## config.mk

```make
export PLATFORM = sky130hd
export DESIGN_NAME = rcv_frame_payload_parser
export DESIGN_NICKNAME = d
export VERILOG_FILES = /design/src/rtl/rfp_pkg.sv /design/src/rtl/rfp_parser.sv /design/src/rtl/rfp_out_buf.sv /design/src/rtl/rcv_frame_payload_parser.sv
export SDC_FILE = /design/constraint.sdc
export NUM_CORES = 1
export LEC_CHECK = 0
export BUFFER_PORTS_ARGS = -buffer_cell sky130_fd_sc_hd__buf_2
export CAP_MARGIN = 10
export CORE_MARGIN = 3
export CORE_UTILIZATION = 60
export CTS_BUF_LIST = sky130_fd_sc_hd__clkbuf_4
export CTS_CLUSTER_SIZE = 24
export DETAILED_ROUTE_END_ITERATION = 16
export PLACE_DENSITY = 0.85
export SLEW_MARGIN = 15
export SYNTH_ARGS = -nofsm -noshare
export SYNTH_HDL_FRONTEND = slang
export SYNTH_SLANG_ARGS = --single-unit
```

## constraint.sdc

```tcl
create_clock -name clk -period 4.79 [get_ports clk]
set_input_delay 0.7185 -clock clk [delete_from_list [all_inputs] [get_ports clk]]
set_output_delay 0.7185 -clock clk [all_outputs]
set_load 0.02 [all_outputs]
```

## src/rtl/rfp_pkg.sv

```systemverilog
package rfp_pkg;

    localparam int BUF_SIZE_DEF = 256;
    localparam int LINE_MAX_DEF = 256;

    localparam int PADDR_W = 3;
    localparam logic [PADDR_W-3:0] REG_MAX_PAYLOAD = 1'b0;
    localparam logic [7:0] MAX_PAYLOAD_RST = 8'd240;

    localparam logic [11:0] ACC_MAX = 12'hFFF;

    localparam logic [7:0] CHAR_NUL   = 8'h00;
    localparam logic [7:0] CHAR_COMMA = 8'h2C;
    localparam logic [7:0] CHAR_PLUS  = 8'h2B;
    localparam logic [7:0] CHAR_MINUS = 8'h2D;
    localparam logic [7:0] CHAR_SPACE = 8'h20;
    localparam logic [7:0] CHAR_ZERO  = 8'h30;
    localparam logic [7:0] CHAR_NINE  = 8'h39;
    localparam logic [7:0] CHAR_TAB   = 8'h09;
    localparam logic [7:0] CHAR_CR    = 8'h0D;

    localparam logic [2:0] TAG_LEN = 3'd5;

    typedef struct packed {
        logic [7:0] line_char;
        logic       end_of_line;
    } rfp_in_t;

    typedef struct packed {
        logic [7:0] payload_byte;
        logic       byte_valid;
        logic       last;
        logic [7:0] clamped_len;
    } rfp_out_t;

    // "+RCV=" one character per position
    function automatic logic [7:0] rcv_tag_char(input logic [2:0] pos);
        logic [7:0] ch;
        case (pos)
            3'd0:    ch = 8'h2B;
            3'd1:    ch = 8'h52;
            3'd2:    ch = 8'h43;
            3'd3:    ch = 8'h56;
            3'd4:    ch = 8'h3D;
            default: ch = 8'h00;
        endcase
        return ch;
    endfunction

endpackage

```

## src/rtl/rfp_parser.sv

```systemverilog
module rfp_parser
    import rfp_pkg::*;
#(
    parameter int BUF_SIZE = BUF_SIZE_DEF,
    parameter int LINE_MAX = LINE_MAX_DEF
)
(
    input  logic       clk,
    input  logic       rst_n,
    input  logic       in_fire,
    input  rfp_in_t    in_data,
    input  logic [7:0] max_payload,
    output logic       res_push,
    output rfp_out_t   res_data
);

    typedef enum logic [2:0] {
        PH_PREFIX = 3'd0,
        PH_ADDR   = 3'd1,
        PH_LSTART = 3'd2,
        PH_DIGITS = 3'd3,
        PH_SEEK2  = 3'd4,
        PH_EMIT   = 3'd5,
        PH_IGNORE = 3'd6
    } phase_t;

    localparam logic [7:0]  LINE_LAST = 8'(LINE_MAX - 1);
    localparam logic [11:0] BUF_LIM   = 12'(BUF_SIZE);
    localparam logic [7:0]  LEN_CLAMP = 8'(BUF_SIZE - 1);

    phase_t      phase_reg, phase_next;
    logic [2:0]  prefix_pos_reg, prefix_pos_next;
    logic [11:0] acc_reg, acc_next;
    logic        neg_reg, neg_next;
    logic [7:0]  rem_reg, rem_next;
    logic [7:0]  line_pos_reg, line_pos_next;
    logic [7:0]  frame_len_reg, frame_len_next;

    logic [7:0]  c;
    logic        is_digit, is_space, owe_bytes, seek_comma;
    logic [3:0]  digit;
    logic [15:0] acc_x10;
    logic [11:0] sat_lim, acc_digit;
    logic [7:0]  clamp_len;
    logic        start_ok;

    assign c         = in_data.line_char;
    assign is_digit  = (c >= CHAR_ZERO) && (c <= CHAR_NINE);
    assign is_space  = (c == CHAR_SPACE) || ((c >= CHAR_TAB) && (c <= CHAR_CR));
    assign digit     = c[3:0];
    assign owe_bytes = (phase_reg == PH_EMIT) && (rem_reg != 8'd0);

    // saturating acc*10+d; (4095-d)/10 is 409 for d<=5, else 408
    assign acc_x10   = 16'(acc_reg) * 16'd10 + 16'(digit);
    assign sat_lim   = (digit <= 4'd5) ? 12'd409 : 12'd408;
    assign acc_digit = (acc_reg > sat_lim) ? ACC_MAX : acc_x10[11:0];

    assign clamp_len = (acc_reg >= BUF_LIM) ? LEN_CLAMP : acc_reg[7:0];
    assign start_ok  = !neg_reg && (acc_reg != 12'd0) && (clamp_len <= max_payload);

    always_comb
    begin
        phase_next      = phase_reg;
        prefix_pos_next = prefix_pos_reg;
        acc_next        = acc_reg;
        neg_next        = neg_reg;
        rem_next        = rem_reg;
        line_pos_next   = line_pos_reg;
        frame_len_next  = frame_len_reg;
        seek_comma      = 1'b0;
        res_push        = 1'b0;
        res_data.payload_byte = 8'd0;
        res_data.byte_valid   = 1'b0;
        res_data.last         = 1'b1;
        res_data.clamped_len  = frame_len_reg;

        if (in_fire)
        begin
            if (in_data.end_of_line)
            begin
                res_push        = owe_bytes;
                phase_next      = PH_PREFIX;
                prefix_pos_next = 3'd0;
                acc_next        = 12'd0;
                neg_next        = 1'b0;
                rem_next        = 8'd0;
                line_pos_next   = 8'd0;
            end
            else if (line_pos_reg < LINE_LAST)
            begin
                line_pos_next = line_pos_reg + 8'd1;
                if (c == CHAR_NUL)
                begin
                    // NUL ends the line text; close an open frame short
                    res_push   = owe_bytes;
                    phase_next = PH_IGNORE;
                    rem_next   = 8'd0;
                end
                else
                begin
                    case (phase_reg)
                        PH_PREFIX:
                        begin
                            if (prefix_pos_reg < TAG_LEN && c == rcv_tag_char(prefix_pos_reg))
                            begin
                                prefix_pos_next = prefix_pos_reg + 3'd1;
                                if (prefix_pos_reg == TAG_LEN - 3'd1)
                                    phase_next = PH_ADDR;
                            end
                            else
                                phase_next = PH_IGNORE;
                        end
                        PH_ADDR:
                        begin
                            if (c == CHAR_COMMA)
                                phase_next = PH_LSTART;
                        end
                        PH_LSTART:
                        begin
                            if (is_space)
                                phase_next = PH_LSTART;
                            else if (c == CHAR_PLUS || c == CHAR_MINUS)
                            begin
                                neg_next   = (c == CHAR_MINUS);
                                phase_next = PH_DIGITS;
                            end
                            else if (is_digit)
                            begin
                                acc_next   = acc_digit;
                                phase_next = PH_DIGITS;
                            end
                            else
                                seek_comma = 1'b1;
                        end
                        PH_DIGITS:
                        begin
                            if (is_digit)
                                acc_next = acc_digit;
                            else
                                seek_comma = 1'b1;
                        end
                        PH_SEEK2:
                            seek_comma = 1'b1;
                        PH_EMIT:
                        begin
                            if (rem_reg == 8'd0)
                                phase_next = PH_IGNORE;
                            else
                            begin
                                rem_next              = rem_reg - 8'd1;
                                res_push              = 1'b1;
                                res_data.payload_byte = c;
                                res_data.byte_valid   = 1'b1;
                                res_data.last         = (rem_reg == 8'd1);
                                if (rem_reg == 8'd1)
                                    phase_next = PH_IGNORE;
                            end
                        end
                        default:
                            phase_next = phase_reg;
                    endcase

                    if (seek_comma)
                    begin
                        phase_next = PH_SEEK2;
                        if (c == CHAR_COMMA)
                        begin
                            if (start_ok)
                            begin
                                frame_len_next = clamp_len;
                                rem_next       = clamp_len;
                                phase_next     = PH_EMIT;
                            end
                            else
                                phase_next = PH_IGNORE;
                        end
                    end
                end
            end
        end
    end

    always_ff @(posedge clk or negedge rst_n)
    begin
        if (!rst_n)
        begin
            phase_reg      <= PH_PREFIX;
            prefix_pos_reg <= 3'd0;
            acc_reg        <= 12'd0;
            neg_reg        <= 1'b0;
            rem_reg        <= 8'd0;
            line_pos_reg   <= 8'd0;
            frame_len_reg  <= 8'd0;
        end
        else
        begin
            phase_reg      <= phase_next;
            prefix_pos_reg <= prefix_pos_next;
            acc_reg        <= acc_next;
            neg_reg        <= neg_next;
            rem_reg        <= rem_next;
            line_pos_reg   <= line_pos_next;
            frame_len_reg  <= frame_len_next;
        end
    end

    a_emit_owes: assert property (@(posedge clk) disable iff (!rst_n)
        phase_reg == PH_EMIT |-> rem_reg != 8'd0)
        else $error("emit phase with nothing owed");

    a_prefix_range: assert property (@(posedge clk) disable iff (!rst_n)
        prefix_pos_reg <= TAG_LEN)
        else $error("prefix position out of range");

    a_short_close: assert property (@(posedge clk) disable iff (!rst_n)
        (res_push && !res_data.byte_valid) |-> (res_data.last && res_data.payload_byte == 8'd0))
        else $error("empty result without last flag");

endmodule

```

## src/rtl/rfp_out_buf.sv

```systemverilog
module rfp_out_buf
    import rfp_pkg::*;
(
    input  logic     clk,
    input  logic     rst_n,
    input  logic     push,
    input  rfp_out_t push_data,
    output logic     full,
    output logic     out_valid,
    input  logic     out_ready,
    output rfp_out_t out_data
);

    logic [1:0] count_reg;
    rfp_out_t   head_reg, tail_reg;
    logic       pop;

    assign pop       = out_valid && out_ready;
    assign out_valid = (count_reg != 2'd0);
    assign full      = (count_reg == 2'd2);
    assign out_data  = head_reg;

    always_ff @(posedge clk or negedge rst_n)
    begin
        if (!rst_n)
            count_reg <= 2'd0;
        else
            count_reg <= count_reg + 2'(push) - 2'(pop);
    end

    // head always holds the oldest transaction
    always_ff @(posedge clk)
    begin
        if (push && (count_reg == 2'd0 || (count_reg == 2'd1 && pop)))
            head_reg <= push_data;
        else if (pop && count_reg == 2'd2)
            head_reg <= tail_reg;
        if (push && count_reg == 2'd1 && !pop)
            tail_reg <= push_data;
    end

    a_count_range: assert property (@(posedge clk) disable iff (!rst_n)
        count_reg <= 2'd2)
        else $error("buffer count overflow");

    a_no_push_full: assert property (@(posedge clk) disable iff (!rst_n)
        push |-> !full)
        else $error("push into full buffer");

    a_drain: assert property (@(posedge clk) disable iff (!rst_n)
        (count_reg == 2'd1 && pop && !push) |=> !out_valid)
        else $error("buffer did not drain");

endmodule

```

## src/rtl/rcv_frame_payload_parser.sv

```systemverilog
// Receive-line payload parser.
// Input channel (in_valid/in_ready/in_data): one character of a response line
// per transaction, or an end-of-line marker. Lines starting "+RCV=" are
// parsed: the length after the first comma is read, clamped and checked
// against max_payload, then the bytes after the second comma come out.
// Output channel (out_valid/out_ready/out_data): one transaction per payload
// byte, last set on the final one; a line that ends early yields one
// transaction with byte_valid low and last set.
// APB port: register 0 at address 0 is max_payload (reset 240).
// A result is decided combinationally from the input transaction that causes
// it and registered in the output buffer. Throughput: one input transaction
// per cycle while in_ready is high; the parse state and the per-character
// decision sit between the input and a two-entry output buffer.
// When the receiver stalls the buffer fills; in_ready drops only once it
// holds two results, so parsing stalls with no loss.
// Reset clears the parse state, empties the buffer and restores max_payload.
module rcv_frame_payload_parser
    import rfp_pkg::*;
#(
    parameter int BUF_SIZE = BUF_SIZE_DEF,
    parameter int LINE_MAX = LINE_MAX_DEF
)
(
    input  logic               clk,
    input  logic               rst_n,
    input  logic               in_valid,
    output logic               in_ready,
    input  rfp_in_t            in_data,
    output logic               out_valid,
    input  logic               out_ready,
    output rfp_out_t           out_data,
    input  logic               psel,
    input  logic               penable,
    input  logic               pwrite,
    input  logic [PADDR_W-1:0] paddr,
    input  logic [31:0]        pwdata,
    output logic [31:0]        prdata,
    output logic               pready
);

    logic       rd_hit;
    logic [7:0] max_payload_reg;
    logic       in_fire, res_push, buf_full;
    rfp_out_t   res_data;
    logic [PADDR_W-3:0] reg_index;

    assign reg_index = paddr[PADDR_W-1:2];
    assign pready    = 1'b1;

    always_ff @(posedge clk or negedge rst_n)
    begin
        if (!rst_n)
            max_payload_reg <= MAX_PAYLOAD_RST;
        else if (psel && penable && pwrite && reg_index == REG_MAX_PAYLOAD)
            max_payload_reg <= pwdata[7:0];
    end

    assign rd_hit = (reg_index == REG_MAX_PAYLOAD);
    assign prdata = rd_hit ? {24'd0, max_payload_reg} : 32'd0;

    assign in_ready = !buf_full;
    assign in_fire  = in_valid && in_ready;

    rfp_parser #(
        .BUF_SIZE (BUF_SIZE),
        .LINE_MAX (LINE_MAX)
    ) u_parser (
        .clk         (clk),
        .rst_n       (rst_n),
        .in_fire     (in_fire),
        .in_data     (in_data),
        .max_payload (max_payload_reg),
        .res_push    (res_push),
        .res_data    (res_data)
    );

    rfp_out_buf u_out_buf (
        .clk       (clk),
        .rst_n     (rst_n),
        .push      (res_push),
        .push_data (res_data),
        .full      (buf_full),
        .out_valid (out_valid),
        .out_ready (out_ready),
        .out_data  (out_data)
    );

endmodule

```

* Word-level counts from Yosys, hierarchy flattened *
Index checks and enable logic that the tools add are counted.

word-level totals
  ROM bits = 0
  latch bits = 0
  bits in writable memories = 0
  logic and storage cells = 181
  memories kept = 0
  register bits = 89
  output and inout bits = 53

cells by class
  div/mod/pow operators = 0
  shifts and indexed selects = 0
  multiply operators = 1
  add/subtract/negate cells = 6
  reductions and logical operators = 44
  bitwise logic cells = 3
  eq/ne operators = 25
  muxes and demuxes = 75
  order comparisons = 10

operators with widths
  operator               number
  $mux 8                 17
  $mux 12                7
  $mux 10                6
  $mux 3                 18
  $mux 18                2
  $pmux 7 s5             1
  $eq 8x6->1 const B     4
  $pmux 12 s2            1
  $mux 1                 20
  $logic_and 1x1->1      16
  $logic_not 8->1        2
  $reduce_and 7->1       2
  $reduce_bool 2->1      7
  $add 12x4->12          1
  $eq 3x2->1 const B     4
  $ge 12x9->1 const B    1
  $gt 12x12->1           1
  $mul 12x3->11 const B  1
  $pmux 3 s4             1
  $reduce_and 6->1       2
  $reduce_bool 12->1     1
  $eq 3x3->1 const B     3
  $add 8x1->8 const B    1
  $eq 8x1->1 const B     1
  34 further kinds       44

* Longest topological paths before layout *
  depth in word-level cells = 15
  gate-level depth with buffers = 13
  depth with buffers taken out = 13

* Cells and area by module *
From an unflattened synthesis, not the netlist that was laid out.

unflattened totals
  cell total of the unflattened synthesis = 580
  area, all modules = 5,886.9 um2

by module, submodules not included
  module                    cells each  times used  area each (um2)
  rfp_parser                456         1           3,798.6
  rfp_out_buf               70          1           1,493.9
  rcv_frame_payload_parser  54          1           594.3

* Least setup slack after synthesis *
OpenSTA, ideal clock, no wires.

  kind = register to register
  from = register u_parser.acc_reg[11]
  to = register u_parser.rem_reg[0]
  setup slack = 1.733 ns
  library setup time = 0.121 ns
  path buffers = 0
  data arrival time = 2.936 ns
  stages on the path, launching flop included = 13
  cell sequence = dfrtp_1 > or3_1 > or2_2 > nor2_1 > inv_1 > ha_1 > nand4_1 > nor2_1 > a21oi_1 > nor4_1 > a31oi_1 > a21o_1 > a22o_1

between the ends
  longest elaborated chain between the ends = 10
  elaborated cells on any way between the ends = 12
  those cells by class = order compare (2); mux (7); reduce/logical (3)

RTL lines
  element                    RTL line           RTL
  from (decl)                rfp_parser.sv:33   logic [11:0] acc_reg, acc_next;
  from (signal assigned)     rfp_parser.sv:199  acc_reg <= acc_next;
  $ge 12x9->1                rfp_parser.sv:58   assign clamp_len = (acc_reg >= BUF_LIM) ? LEN_CLAMP : acc_reg[7:0];
  $mux 8                     rfp_parser.sv:58
  net u_parser.clamp_len[4]  rfp_parser.sv:44   logic [7:0] clamp_len;
  $le 8x8->1                 rfp_parser.sv:59   assign start_ok = !neg_reg && (acc_reg != 12'd0) && (clamp_len <= max_payload);
  $logic_and 1x1->1          rfp_parser.sv:59
  $mux 8                     rfp_parser.sv:168  if (start_ok)
  $mux 8                     rfp_parser.sv:166  if (c == CHAR_COMMA)
  $mux 8                     rfp_parser.sv:163  if (seek_comma)
  $mux 8                     rfp_parser.sv:92   if (c == CHAR_NUL)
  $mux 8                     rfp_parser.sv:89   else if (line_pos_reg < LINE_LAST)
  $mux 8                     rfp_parser.sv:79   if (in_data.end_of_line)
  to (signal assigned)       rfp_parser.sv:201  rem_reg <= rem_next;
  to (decl)                  rfp_parser.sv:35   logic [7:0] rem_reg, rem_next;

The timed path passes the listed nets, and every way through them passes these cells. The select of a mux whose other input is x is not followed.
A chain may end at the register's enable or synchronous reset.

* Worst setup path after layout *
Same ends and word-level chain as after synthesis.

==> flow_summary.json <==
{
  "synth_area_leaders": "dfrtp_1, edfxtp_1, ha_1",
  "grt_antenna_before_repair": 0,
  "dieWidth_um": 103,
  "start_util_pct": 63.1,
  "grtUsageTotal_pct": 23.3,
  "endpoint_kind": "flop",
  "hold_violations": 0,
  "yosysSeqAreaShare_pct": 42.8,
  "finish.instance_area_sq_um": 6030,
  "antenna_cells": 0,
  "cts_root_buf": "clkbuf_4",
  "grt_pass1_wl_um": 19500,
  "relSlewSlack_pct": 23.8,
  "clock_sinks": 89,
  "pre_cts_ws_ns": 1.12,
  "synth_edf_count": 36,
  "syn_inst": 567,
  "hold_class": "in -> async",
  "detail-route-antenna-nets": 0,
  "firstDrtPassIters": 5,
  "dp_hpwl_um": 8840,
  "start_kind": "flop",
  "synth_compound_area_share_pct": 13.4,
  "fin_crit_ns": 3.74,
  "finalWorstSetupSlack_ns": 1.05,
  "skew_ns": 0.0221,
  "vdd_drop_max_uv": 500,
  "io_pins": 104,
  "htreeDepth": 3,
  "report.final.slew_viol_count": 0,
  "p_per_area_nw_per_um2": 518,
  "ys_warn_count": 0,
  "ys_ff_latch": 89,
  "syn_area_sq_um": 5640,
  "synth_common_cells": "dfrtp_1, nor2_1, mux2_2",
  "finalWirelength_um": 11800,
  "synth.distinct_cells": 68,
  "synth_top_family_by_area": "simple AND/OR/NAND/NOR gates",
  "io_buffers": 52,
  "rsz0062_at_grt": "no",
  "rows": 34,
  "criticalPathCategory": "reg -> reg",
  "tightest_slew_ns": 1.14,
  "synth_fa_ha_area_share_pct": 8.92,
  "ctsHoldBuffers": 0,
  "p_leak_uw": 0.00257,
  "drive_gt1_share_pct": 21.1,
  "required_ns": 5.13,
  "die_h_um": 103,
  "cp_max_fo": 8,
  "area_delta_synth_final_pct": 6.92,
  "nNetsFinal": 706,
  "fillers": 713,
  "drtIter0Drc": 243,
  "routed_via_density": 6.07,
  "synth_most_common_cell": "dfrtp_1",
  "grt_max_degree": 54,
  "status": "finished, final reports clean",
  "grt_overflow": 0,
  "syn_avg_cell_area_sq_um": 9.94,
  "maxCapViolations": 0,
  "clk_path_buf_depth": 2,
  "placedInstanceArea_sq_um": 5900,
  "clock.fmax_mhz": 268,
  "cts_tree": "built",
  "yosysTopAreaCell": "dfrtp_1",
  "synthFlopType": "dfrtp_1",
  "synth_xor_area_share_pct": 2.64,
  "clk_pin_slew_ns": 0.16,
  "period_share_pct": 78.0,
  "vias": 4423,
  "coreArea_sq_um": 8930,
  "cp.arrival_ns": 4.08,
  "wl_per_cell_um": 16.2,
  "async_reset_ff_share_pct": 59.6,
  "cts_inserted_buffers": 9,
  "muxShareOfSynthArea_pct": 8.32,
  "first_global_vias": 4193,
  "die_area_sq_um": 10600,
  "drcViolationCount": 0,
  "place.gp.congestion": 0.968,
  "setup_viol": 0,
  "cts_setup_buffers": 0,
  "synth-simple-area-share_pct": 17.1,
  "fin_tns_setup_ns": 0,
  "clock_latency_ns": 0.45,
  "ctsResizeCount": 0,
  "synth_top_area_share_pct": 21.7
}
==> path summary, 6_finish.rpt <==
kind	startpoint	endpoint	slack (ns)	depth (start not counted)
max	u_parser.acc_reg[11]	u_parser.rem_reg[0]	1.05	12
min	rst_n	u_parser.acc_reg[4]	0.36	2
max reg2reg	u_parser.acc_reg[11]	u_parser.rem_reg[0]	1.05	12
min reg2reg	u_parser.frame_len_reg[2]	u_out_buf.tail_reg[2]	0.49	0
max in group asynchronous	rst_n	u_parser.line_pos_reg[2]	3.95	2
min in group clk	u_parser.frame_len_reg[2]	u_out_buf.tail_reg[2]	0.49	0
==> layer usage <==
metal / vias to the layer above / routed length [um] / global-route usage, %
met5: - / 0 / 0
li1: 2099 / - / -
met2: 177 / 5820 / 39.3
met1: 2127 / 5030 / 29.8
met4: 0 / 229 / 7.77
met3: 20 / 729 / 4.87
==> cell families after synthesis <==
logic type               count (synthesis)
other                                    2
buffers and inverters                   72
AO/OA/AOI/OAI                          116
multiplexers                            42
adder cells (fa/ha/maj)                 39
AND/OR/NAND/NOR                        190
flip-flops                              89
XOR/XNOR                                17
==> power breakdown <==
group          total, uW  leakage [uW]  internal [uW]  switching, uW
sequential          1100      0.000979            937            159
clock                396     0.0000701            117            279
combinational       1630       0.00152            680            952
==> metrics by stage <==
| step | instances | hold WS, ns | total power, uW | util (%) |
|---|---|---|---|---|
| after floorplan | 590 | 0.423 | 2350 | - |
| after global placement | 713 | 0.456 | 2610 | 66.0 |
| after detailed placement | 713 | 0.458 | 2710 | 66.0 |
| after CTS | 729 | 0.386 | 3110 | 67.5 |
| after global routing | 729 | 0.404 | 3370 | 67.5 |
| final | 729 | 0.360 | 3120 | 67.5 |
==> placed cells by master (no fill, tap or decap), drive strengths merged, types with 14 or more instances in the layout <==
cell    count
conb       25
a21oi      31
nor3       23
mux2       39
buf        57
nor2       44
dfrtp      49
nand3      14
nand2      39
o21ai      31
ha         37
edfxtp     36
inv        33
==> worst max-delay path, cell delays in order, from the launching register on <==
cell     delay (ns)
dfrtp_1        0.42
or3_1          0.46
or2_2          0.32
nor2_1         0.25
inv_1          0.09
ha_1           0.28
nand4_1        0.11
nor2_1         0.17
a21oi_1        0.06
nor4_1         0.63
a31oi_1        0.33
a21o_1         0.28
a22o_1         0.23
==> area by class of cell <==
| cell class | instances | area [sq um] | share of cell area, % |
|---|---|---|---|
| sequential | 89 | 2410 | 40.0 |
| multi-input combinational | 429 | 2940 | 48.8 |
| clock inverter | 7 | 63.8 | 1.06 |
| timing repair buffer | 57 | 298 | 4.94 |
| clock buffer | 9 | 67.6 | 1.12 |
| tap | 108 | 135 | 2.24 |
| inverter | 30 | 113 | 1.87 |
(Power assumes the default switching activity.)
